==> config.mk <==
export PLATFORM = sky130hd
export DESIGN_NAME = gasp_heur
export DESIGN_NICKNAME = d
export VERILOG_FILES = /design/src/rtl/assert_macros.svh /design/src/rtl/gasp_pkg.sv /design/src/rtl/gasp_heur.sv
export SDC_FILE = /design/constraint.sdc
export NUM_CORES = 1
export LEC_CHECK = 0
export BUFFER_PORTS_ARGS = -buffer_cell sky130_fd_sc_hd__buf_2
export CAP_MARGIN = 20
export CORE_UTILIZATION = 55
export CTS_BUF_LIST = sky130_fd_sc_hd__clkbuf_8
export CTS_CLUSTER_DIAMETER = 100
export DETAILED_ROUTE_END_ITERATION = 12
export PLACE_DENSITY = 0.8
export SYNTH_ARGS = -nofsm -noshare
export SYNTH_HDL_FRONTEND = slang
export SYNTH_SLANG_ARGS = --single-unit
==> constraint.sdc <==
create_clock -name clk -period 11.3 [get_ports clk]
set_clock_uncertainty 0.05 [all_clocks]
set_input_delay 2.26 -clock clk [delete_from_list [all_inputs] [get_ports clk]]
set_output_delay 2.26 -clock clk [all_outputs]
set_load 0.01 [all_outputs]
==> src/rtl/assert_macros.svh <==
// assertion macros for the rtl
`ifndef ASSERT_MACROS_SVH
`define ASSERT_MACROS_SVH

`ifndef ASSERT_OFF

`define ASSERT_IMPLY(label, clk, rst, ante, cons) \
  label: assert property (@(posedge clk) disable iff (rst) (ante) |-> (cons)) \
    else $error("assertion failed");

`define ASSERT_NEXT(label, clk, rst, ante, cons) \
  label: assert property (@(posedge clk) disable iff (rst) (ante) |=> (cons)) \
    else $error("assertion failed");

`else

`define ASSERT_IMPLY(label, clk, rst, ante, cons)

`define ASSERT_NEXT(label, clk, rst, ante, cons)

`endif

`endif

==> src/rtl/gasp_pkg.sv <==
`default_nettype none
package gasp_pkg;

  localparam int HW  = 8;   // heuristic width
  localparam int DW  = 7;   // row or column distance width
  localparam int SQW = 16;  // squarer result width

  localparam logic [1:0] ACT_CLEAR = 2'd0;
  localparam logic [1:0] ACT_MARK  = 2'd1;
  localparam logic [1:0] ACT_RUN   = 2'd2;
  localparam logic [1:0] ACT_READ  = 2'd3;

  localparam logic [2:0] ST_ACK          = 3'd0;
  localparam logic [2:0] ST_GOAL         = 3'd1;
  localparam logic [2:0] ST_NOPATH       = 3'd2;
  localparam logic [2:0] ST_LIMIT_NOPATH = 3'd3;
  localparam logic [2:0] ST_LIMIT_PATH   = 3'd4;

  localparam logic [2:0] CFG_HEIGHT = 3'd0;
  localparam logic [2:0] CFG_WIDTH  = 3'd1;
  localparam logic [2:0] CFG_SROW   = 3'd2;
  localparam logic [2:0] CFG_SCOL   = 3'd3;
  localparam logic [2:0] CFG_GROW   = 3'd4;
  localparam logic [2:0] CFG_GCOL   = 3'd5;
  localparam logic [2:0] CFG_LIMIT  = 3'd6;

  localparam int STEP_DR [4] = '{1, -1, 0, 0};
  localparam int STEP_DC [4] = '{0, 0, 1, -1};

  typedef enum logic [3:0] {
    S_CLR, S_IDLE, S_RD, S_RSTART, S_HSTART, S_LIMIT, S_SCAN, S_PICK, S_NB, S_NBW, S_NBH
  } state_t;

  typedef enum logic [2:0] {H_IDLE, H_DC, H_ROOT, H_FIX} heur_state_t;

  typedef struct packed {
    logic          go;
    logic [DW-1:0] dr;
    logic [DW-1:0] dc;
  } heur_req_t;

  typedef struct packed {
    logic          done;
    logic [HW-1:0] h;
  } heur_rsp_t;

endpackage
`default_nettype wire

==> src/rtl/gasp_heur.sv <==
`default_nettype none
module gasp_heur (
  input  logic                clk,
  input  logic                rst,
  input  gasp_pkg::heur_req_t req,
  output gasp_pkg::heur_rsp_t rsp
);
  import gasp_pkg::*;

  localparam int BW = $clog2(HW);

  heur_state_t   state, state_next;
  logic [DW-1:0] dc_l, dc_l_next;
  logic [SQW-1:0] acc, acc_next;
  logic [HW-1:0] root, root_next;
  logic [BW-1:0] bitn, bitn_next;
  logic [HW-1:0] sq_in, trial;
  logic [SQW-1:0] sq;
  heur_rsp_t     rsp_next;

  // one shared squarer
  assign sq    = SQW'(sq_in) * SQW'(sq_in);
  assign trial = root | (HW'(1) << bitn);

  always_ff @(posedge clk) begin
    if (rst) begin
      state    <= H_IDLE;
      rsp.done <= 1'b0;
    end else begin
      state    <= state_next;
      rsp.done <= rsp_next.done;
    end
    rsp.h <= rsp_next.h;
    dc_l  <= dc_l_next;
    acc   <= acc_next;
    root  <= root_next;
    bitn  <= bitn_next;
  end

  always_comb begin
    state_next = state;
    dc_l_next  = dc_l;
    acc_next   = acc;
    root_next  = root;
    bitn_next  = bitn;
    sq_in      = '0;
    rsp_next   = '{done: 1'b0, h: rsp.h};
    unique case (state)
      H_IDLE: begin
        if (req.go) begin
          sq_in      = HW'(req.dr);
          acc_next   = sq;
          dc_l_next  = req.dc;
          state_next = H_DC;
        end
      end
      H_DC: begin
        sq_in      = HW'(dc_l);
        acc_next   = acc + sq;
        root_next  = '0;
        bitn_next  = BW'(HW - 1);
        state_next = H_ROOT;
      end
      H_ROOT: begin
        // floor root one bit a cycle
        sq_in = trial;
        if (sq <= acc) root_next = trial;
        if (bitn == '0) state_next = H_FIX;
        else bitn_next = bitn - 1'b1;
      end
      H_FIX: begin
        sq_in         = root;
        rsp_next.done = 1'b1;
        rsp_next.h    = (sq < acc) ? root + 1'b1 : root;
        state_next    = H_IDLE;
      end
      default: state_next = H_IDLE;
    endcase
  end

endmodule
`default_nettype wire

==> reports/qor.csv, run 1 <==
stage;metric;value;unit
routing;drt_pre_antenna_iters;5;
synth;synth_top_cell_area_share;26.3;%
clock_tree;cts_tree;built;
synth;syn_area_per_cell;9.32;um2
synth;synth.largest_area_cell;sky130_fd_sc_hd__edfxtp_1;
sta;rsz_0062_raised_after_global_routing;false;
sta;setup-violations-final;0;
worst_setup_path;cpMaxStageDelayCell;sky130_fd_sc_hd__a31oi_1;
sta;timing_max_transition_violations_final;0;
routing;drt_first_iter_violations;232;
sta;worst_pin_slew;0.822;ns
sta;setup-tns-final;0;ns
final_layout;areaGrowthSynthToFinish;5.79;%
clock_tree;hold_buffers;0;
synth;syn_nets;625;
routing;avgViaCountPerCell;5.73;
routing;wirelength;10400;um
place;place.gp.congestion;0.845;
worst_hold_path;timing.hold.worst.class;reg -> reg;
synth;yosysWarnings;0;
worst_setup_path;crit_path_cell_trace;buf_2, and2_1, a222oi_1, nor2b_1, or2_2, inv_1, fa_1, fa_1, fa_1, inv_1, fa_1, inv_1, ha_1, a21oi_1, o21ai_0, a21oi_1, o21ai_0, xor2_1, ha_1, nand2_1, nor3_1, a221oi_2, nand2_2, a31oi_1;
global_route;grt_remaining_overflow;0;
final_layout;num_antenna_cells;0;
synth;syn_inst;515;
routing;route.vias.total;3653;
die;die_height;95.4;um
place;place_area;4980;um2
clock_tree;max-clock-path-buffers;2;
global_route;wire_length_of_the_first_global_routing_pass;17100;um
run_status;outcome;complete, no violations;
sta;timing.fmax;106;MHz
synth;postSynth.topFlopCell;sky130_fd_sc_hd__edfxtp_1;
worst_setup_path;cp.required;11.20;ns
die;fp.dieArea;9110;um2
worst_setup_path;path_max_fanout;14;
synth;synth_top_cells_by_area;sky130_fd_sc_hd__edfxtp_1 (26%), sky130_fd_sc_hd__ha_1 (18%), sky130_fd_sc_hd__fa_1 (10%), sky130_fd_sc_hd__inv_1 (6.2%), sky130_fd_sc_hd__xnor2_1 (4.6%);
place;worst_setup_timing_slack_at_the_placement_stage;1.56;ns
place;count_of_input_and_output_buffers;25;
sta;relSlewSlack;45.0;%
clock_tree;cts_buffers;5;
final_layout;post_route_cells_drive_above_1_share;9.59;%
die;floorplan.core_area;8340;um2
sta;finalWorstSetupSlack;1.84;ns
final_layout;fin_area;5080;um2
synth;synthArstFlopShare;0;%
final_layout;nNetsFinal;641;
sta;min_period_over_period;83.8;%
clock_tree;post_cts.resized_instances;0;
synth;syn-cell-area;4800;um2
die;initial_core_util;57.6;%
die;floorplan.io_pins;26;
clock_tree;h_tree_level_count;2;
routing;avgRoutedWirePerCell;16.3;um
global_route;antenna_found_initial;0;
worst_setup_path;crit_path_start_kind;input port;
synth;synth_edf_count;42;
synth;synth_seq_cells;45;
synth;yosysUniqueCellTypes;58;
synth;synth_sequential_area_ratio;27.5;%
global_route;via_count_of_the_first_global_routing_pass;3714;
global_route;grt_util_all_layers;24.5;%
clock_tree;clk_root_buffer_cell;sky130_fd_sc_hd__clkbuf_8;
job;cap_violations;0;
global_route;pin_count_of_the_biggest_net_entering_global_routing;36;
clock_tree;clock_sink_count;45;
worst_setup_path;timing.setup.critical_path_class;in -> reg;
worst_setup_path;critPathMaxStageDelay;0.73;ns
clock_tree;clkTransAtPathRegs;0.10;ns
clock_tree;clkLatencyLatePin;0.31;ns
sta;finalHoldViolCount;0;
worst_setup_path;critPathMostFrequentCell;sky130_fd_sc_hd__fa_1;
die;placement_rows;33;
worst_setup_path;crit_path_end_kind;flop;
sta;fin_crit;9.46;ns
die;chipWidth;95.4;um
worst_setup_path;critPathArrivalTime;9.36;ns
clock_tree;post-cts-setup-buffers;0;
routing;drt.antenna.violating_nets;0;
place;hpwlAfterDp;8210;um
routing;remaining_drc_errors;0;
[cell type report]
type / instances / area [um2]
clock inverter: 3 / 25.0
sequential: 45 / 1320
tap: 105 / 131
timing repair buffer: 26 / 133
fill: 695 / 3260
multi-input combinational: 373 / 3100
clock buffer: 5 / 68.8
inverter: 80 / 300
[cells in the mapped netlist, drive strengths merged (3+ instances only)]
library cell / n
dfxtp: 3
o21bai: 3
o31ai: 4
nand4: 4
edfxtp: 42
xnor2: 25
nand3: 6
a21oi: 37
o21ai: 16
or3: 3
inv: 79
nor3b: 4
nand2b: 6
o31a: 3
nor2: 58
mux2: 8
nor3: 10
ha: 68
buf: 9
clkbuf: 8
a21o: 4
nand2: 19
a31oi: 4
a222oi: 6
a211oi: 3
xor2: 11
nor2b: 17
fa: 25
and2: 5
[layout by cell type, fill, tap and decap left out, drive strengths merged, types with 5 or more instances in the layout]
cell    count
and2        5
o21ai      16
nor3       10
xnor2      25
clkbuf      5
mux2        8
a21oi      37
buf        26
a222oi      6
nand2b      6
xor2       11
nor2       58
nand2      19
fa         25
ha         68
edfxtp     42
nand3       6
nor2b      17
inv        80
[flip-flops by register name (all words and copies together) (netlist names)]
| name | flops |
|---|---|
| acc | 16 |
| bitn | 3 |
| dc_l | 7 |
| root | 8 |
| rsp | 9 |
| state | 2 |
[stage by stage]
step / instances / utilization, % / hold WS (ns)
2_1_floorplan: 515 / - / 0.457
3_3_place_gp: 629 / 59.8 / 0.474
3_5_place_dp: 629 / 59.8 / 0.490
4_1_cts: 637 / 60.9 / 0.504
5_1_grt: 637 / 60.9 / 0.526
6_report: 637 / 60.9 / 0.504
[routing by layer]
layer | vias to the layer above | share of wire [%] | track usage, %
li1 | 1780 | - | -
met1 | 1736 | 42 | 30.4
met2 | 117 | 51 | 43.3
met3 | 20 | 5.3 | 3.59
met4 | 0 | 1.8 | 7.96
met5 | - | 0 | 0
[final timing paths]
check / to / cells past startpoint / slack (ns) / start
max: root[3] / 24 / 1.84 / req[14]
min: state[0] / 2 / 0.50 / state[0]
max reg2reg: root[3] / 25 / 3.16 / state[0]
min reg2reg: state[0] / 2 / 0.50 / state[0]
[kinds of logic (layout without fill, tap and decap cells)]
family,count (synthesis),count (layout),synth area share [%]
XOR/XNOR,36,36,6.57
flip-flops,45,45,27.5
multiplexers,10,10,2.37
adder cells (fa/ha/maj),93,93,28.1
buffers and inverters,97,114,7.92
AO/OA/AOI/OAI,91,91,12.5
AND/OR/NAND/NOR,143,143,15.0
[critical path, delay by kind of cell]
family / cells / cell delay [ns]
AND/OR/NAND/NOR: 6 / 1.56
adder cells (fa/ha/maj): 6 / 2.75
XOR/XNOR: 1 / 0.27
buffers and inverters: 4 / 0.28
AO/OA/AOI/OAI: 7 / 2.25
Power of run 1 is left out: the tool's default activity adds up to more than one toggle a clock period on the data nets, which glitch-free logic cannot reach.
==> run 2, diff against run 1 <==
PLACE_DENSITY = 0.83   (was 0.8)
clock period = 8.6 ns   (was 11.3 ns; I/O delays follow)
==> reports/qor.csv, run 2 (synthesized netlist as in run 1, its figures left out) <==
stage;metric;value;unit
run_status;outcome;complete, no violations;
sta;finalHoldViolCount;0;
clock_tree;cts_buffers;5;
worst_setup_path;crit_family;adder cells;
die;fp.dieArea;9110;um2
final_layout;stdcell_count;647;
routing;route.vias.total;3793;
worst_setup_path;critPathMaxStageDelay;0.53;ns
global_route;grt_remaining_overflow;0;
final_layout;mostFrequentLayoutCells;sky130_fd_sc_hd__inv_1 (79), sky130_fd_sc_hd__ha_1 (68), sky130_fd_sc_hd__nor2_1 (58);
clock_tree;max-clock-path-buffers;2;
worst_setup_path;critPathArrivalTime;8.13;ns
worst_setup_path;path_max_fanout;8;
clock_tree;cts_tree;built;
place;hpwlAfterDp;8370;um
routing;drt_pre_antenna_iters;6;
place;placed_cells_incl_taps;639;
clock_tree;clock_sink_count;45;
worst_setup_path;critPathMostFrequentCell;sky130_fd_sc_hd__inv_1;
worst_setup_path;worst-path-buf-inv;8;
global_route;grt_util_all_layers;24.9;%
die;initial_core_util;57.6;%
clock_tree;h_tree_level_count;2;
routing;wirelength;10800;um
worst_setup_path;cp.required;8.58;ns
clock_tree;clkTransAtPathRegs;0.11;ns
final_layout;largest_registers;acc (16), rsp (9), root (8);
clock_tree;post-cts-setup-buffers;0;
final_layout;nNetsFinal;651;
sta;timing.fmax;123;MHz
routing;avgViaCountPerCell;5.86;
worst_setup_path;timing.setup.critical_path_class;in -> reg;
sta;setup-tns-final;0;ns
global_route;antenna_found_initial;0;
clock_tree;clkLatencyLatePin;0.32;ns
place;place.gp.congestion;0.958;
worst_setup_path;r2r_setup_slack;1.06;ns
worst_setup_path;cpMaxStageDelayCell;sky130_fd_sc_hd__fa_1;
routing;drt.antenna.violating_nets;0;
die;floorplan.io_pins;26;
routing;remaining_drc_errors;0;
sta;rsz_0062_raised_after_global_routing;false;
global_route;via_count_of_the_first_global_routing_pass;3745;
final_layout;areaGrowthSynthToFinish;7.64;%
job;cap_violations;0;
final_layout;num_antenna_cells;0;
worst_setup_path;crit_path_end_kind;flop;
sta;timing_max_transition_violations_final;0;
die;chipWidth;95.4;um
sta;min_period_over_period;94.8;%
final_layout;register_ranked_first_by_flip_flop_count;acc;
final_layout;num-fill-cells;695;
sta;setup-violations-final;0;
routing;avgRoutedWirePerCell;16.6;um
global_route;pin_count_of_the_biggest_net_entering_global_routing;29;
worst_setup_path;crit_path_start_kind;input port;
clock_tree;hold_buffers;0;
routing;drt_first_iter_violations;279;
final_layout;largest_register_ff_count;16;
sta;fin_crit;8.16;ns
sta;worst_pin_slew;0.720;ns
die;floorplan.core_area;8340;um2
final_layout;most_common_library_cell_in_the_layout_ignoring_fill_and_taps;sky130_fd_sc_hd__inv_1;
place;count_of_input_and_output_buffers;25;
die;die_height;95.4;um
global_route;wire_length_of_the_first_global_routing_pass;17400;um
clock_tree;clk_root_buffer_cell;sky130_fd_sc_hd__clkbuf_8;
sta;relSlewSlack;52.0;%
clock_tree;post_cts.resized_instances;0;
final_layout;post_route_cells_drive_above_1_share;11.8;%
worst_hold_path;timing.hold.worst.class;reg -> reg;
die;placement_rows;33;
-- run 2: cell types whose count changed in the layout (fill, tap and decap cells not counted), sizes merged --
| cell | previous run | this run |
|---|---|---|
| buf | 26 | 36 |
-- run 2: stage by stage --
stage	hold slack [ns]	utilization (%)	setup WS, ns	area (um2)
finish	0.514	62.0	0.444	5170
global route	0.548	62.0	0.0384	5170
CTS	0.520	61.8	0.334	5150
detailed placement	0.506	60.7	0.132	5060
global placement	0.473	60.7	0.162	5060
floorplan	0.457	-	0.530	4800
-- run 2: per-layer routing --
layer	GRT usage, %	wire [um]	vias to the layer above
li1	-	-	1799
met1	32.5	4460	1817
met2	41.6	5320	149
met3	3.75	692	28
met4	9.58	278	0
met5	0	0	-
-- run 2: worst register-to-register path: stages (launching register included) --
cell and delay, ns:
sky130_fd_sc_hd__dfxtp_1 0.41, sky130_fd_sc_hd__ha_1 0.65, sky130_fd_sc_hd__a22oi_1 0.20, sky130_fd_sc_hd__nand3_1 0.28
sky130_fd_sc_hd__clkinv_1 0.27, sky130_fd_sc_hd__nor2_1 0.24, sky130_fd_sc_hd__inv_1 0.10, sky130_fd_sc_hd__fa_1 0.44
sky130_fd_sc_hd__fa_1 0.51, sky130_fd_sc_hd__inv_1 0.05, sky130_fd_sc_hd__ha_1 0.26, sky130_fd_sc_hd__inv_1 0.05
sky130_fd_sc_hd__fa_1 0.53, sky130_fd_sc_hd__inv_1 0.05, sky130_fd_sc_hd__ha_1 0.34, sky130_fd_sc_hd__o21ai_0 0.21
sky130_fd_sc_hd__o21bai_1 0.14, sky130_fd_sc_hd__o41a_1 0.39, sky130_fd_sc_hd__a211oi_2 0.28, sky130_fd_sc_hd__xnor2_1 0.18
sky130_fd_sc_hd__ha_1 0.33, sky130_fd_sc_hd__a21oi_1 0.18, sky130_fd_sc_hd__nand2_1 0.08, sky130_fd_sc_hd__a221oi_2 0.35
sky130_fd_sc_hd__nand2_2 0.22, sky130_fd_sc_hd__a31oi_1 0.23, sky130_fd_sc_hd__buf_4 0.20
-- run 2: final cells by class --
| type | instances | area, um2 | area share [%] |
|---|---|---|---|
| Multi-Input combinational cell | 373 | 3110 | 60.2 |
| Sequential cell | 45 | 1320 | 25.6 |
| Inverter | 80 | 300 | 5.81 |
| Timing Repair Buffer | 36 | 208 | 4.02 |
| Tap cell | 105 | 131 | 2.54 |
| Clock buffer | 5 | 68.8 | 1.33 |
| Clock inverter | 3 | 25.0 | 0.484 |
-- run 2: final timing paths --
path / start / end / depth (start not counted)
worst max-delay path: req[14] / root[4] / 28
worst min-delay path: state[0] / state[0] / 2
worst max register to register: state[0] / root[4] / 26
worst min register to register: state[0] / state[0] / 2
Power of run 2 is left out for the same reason.
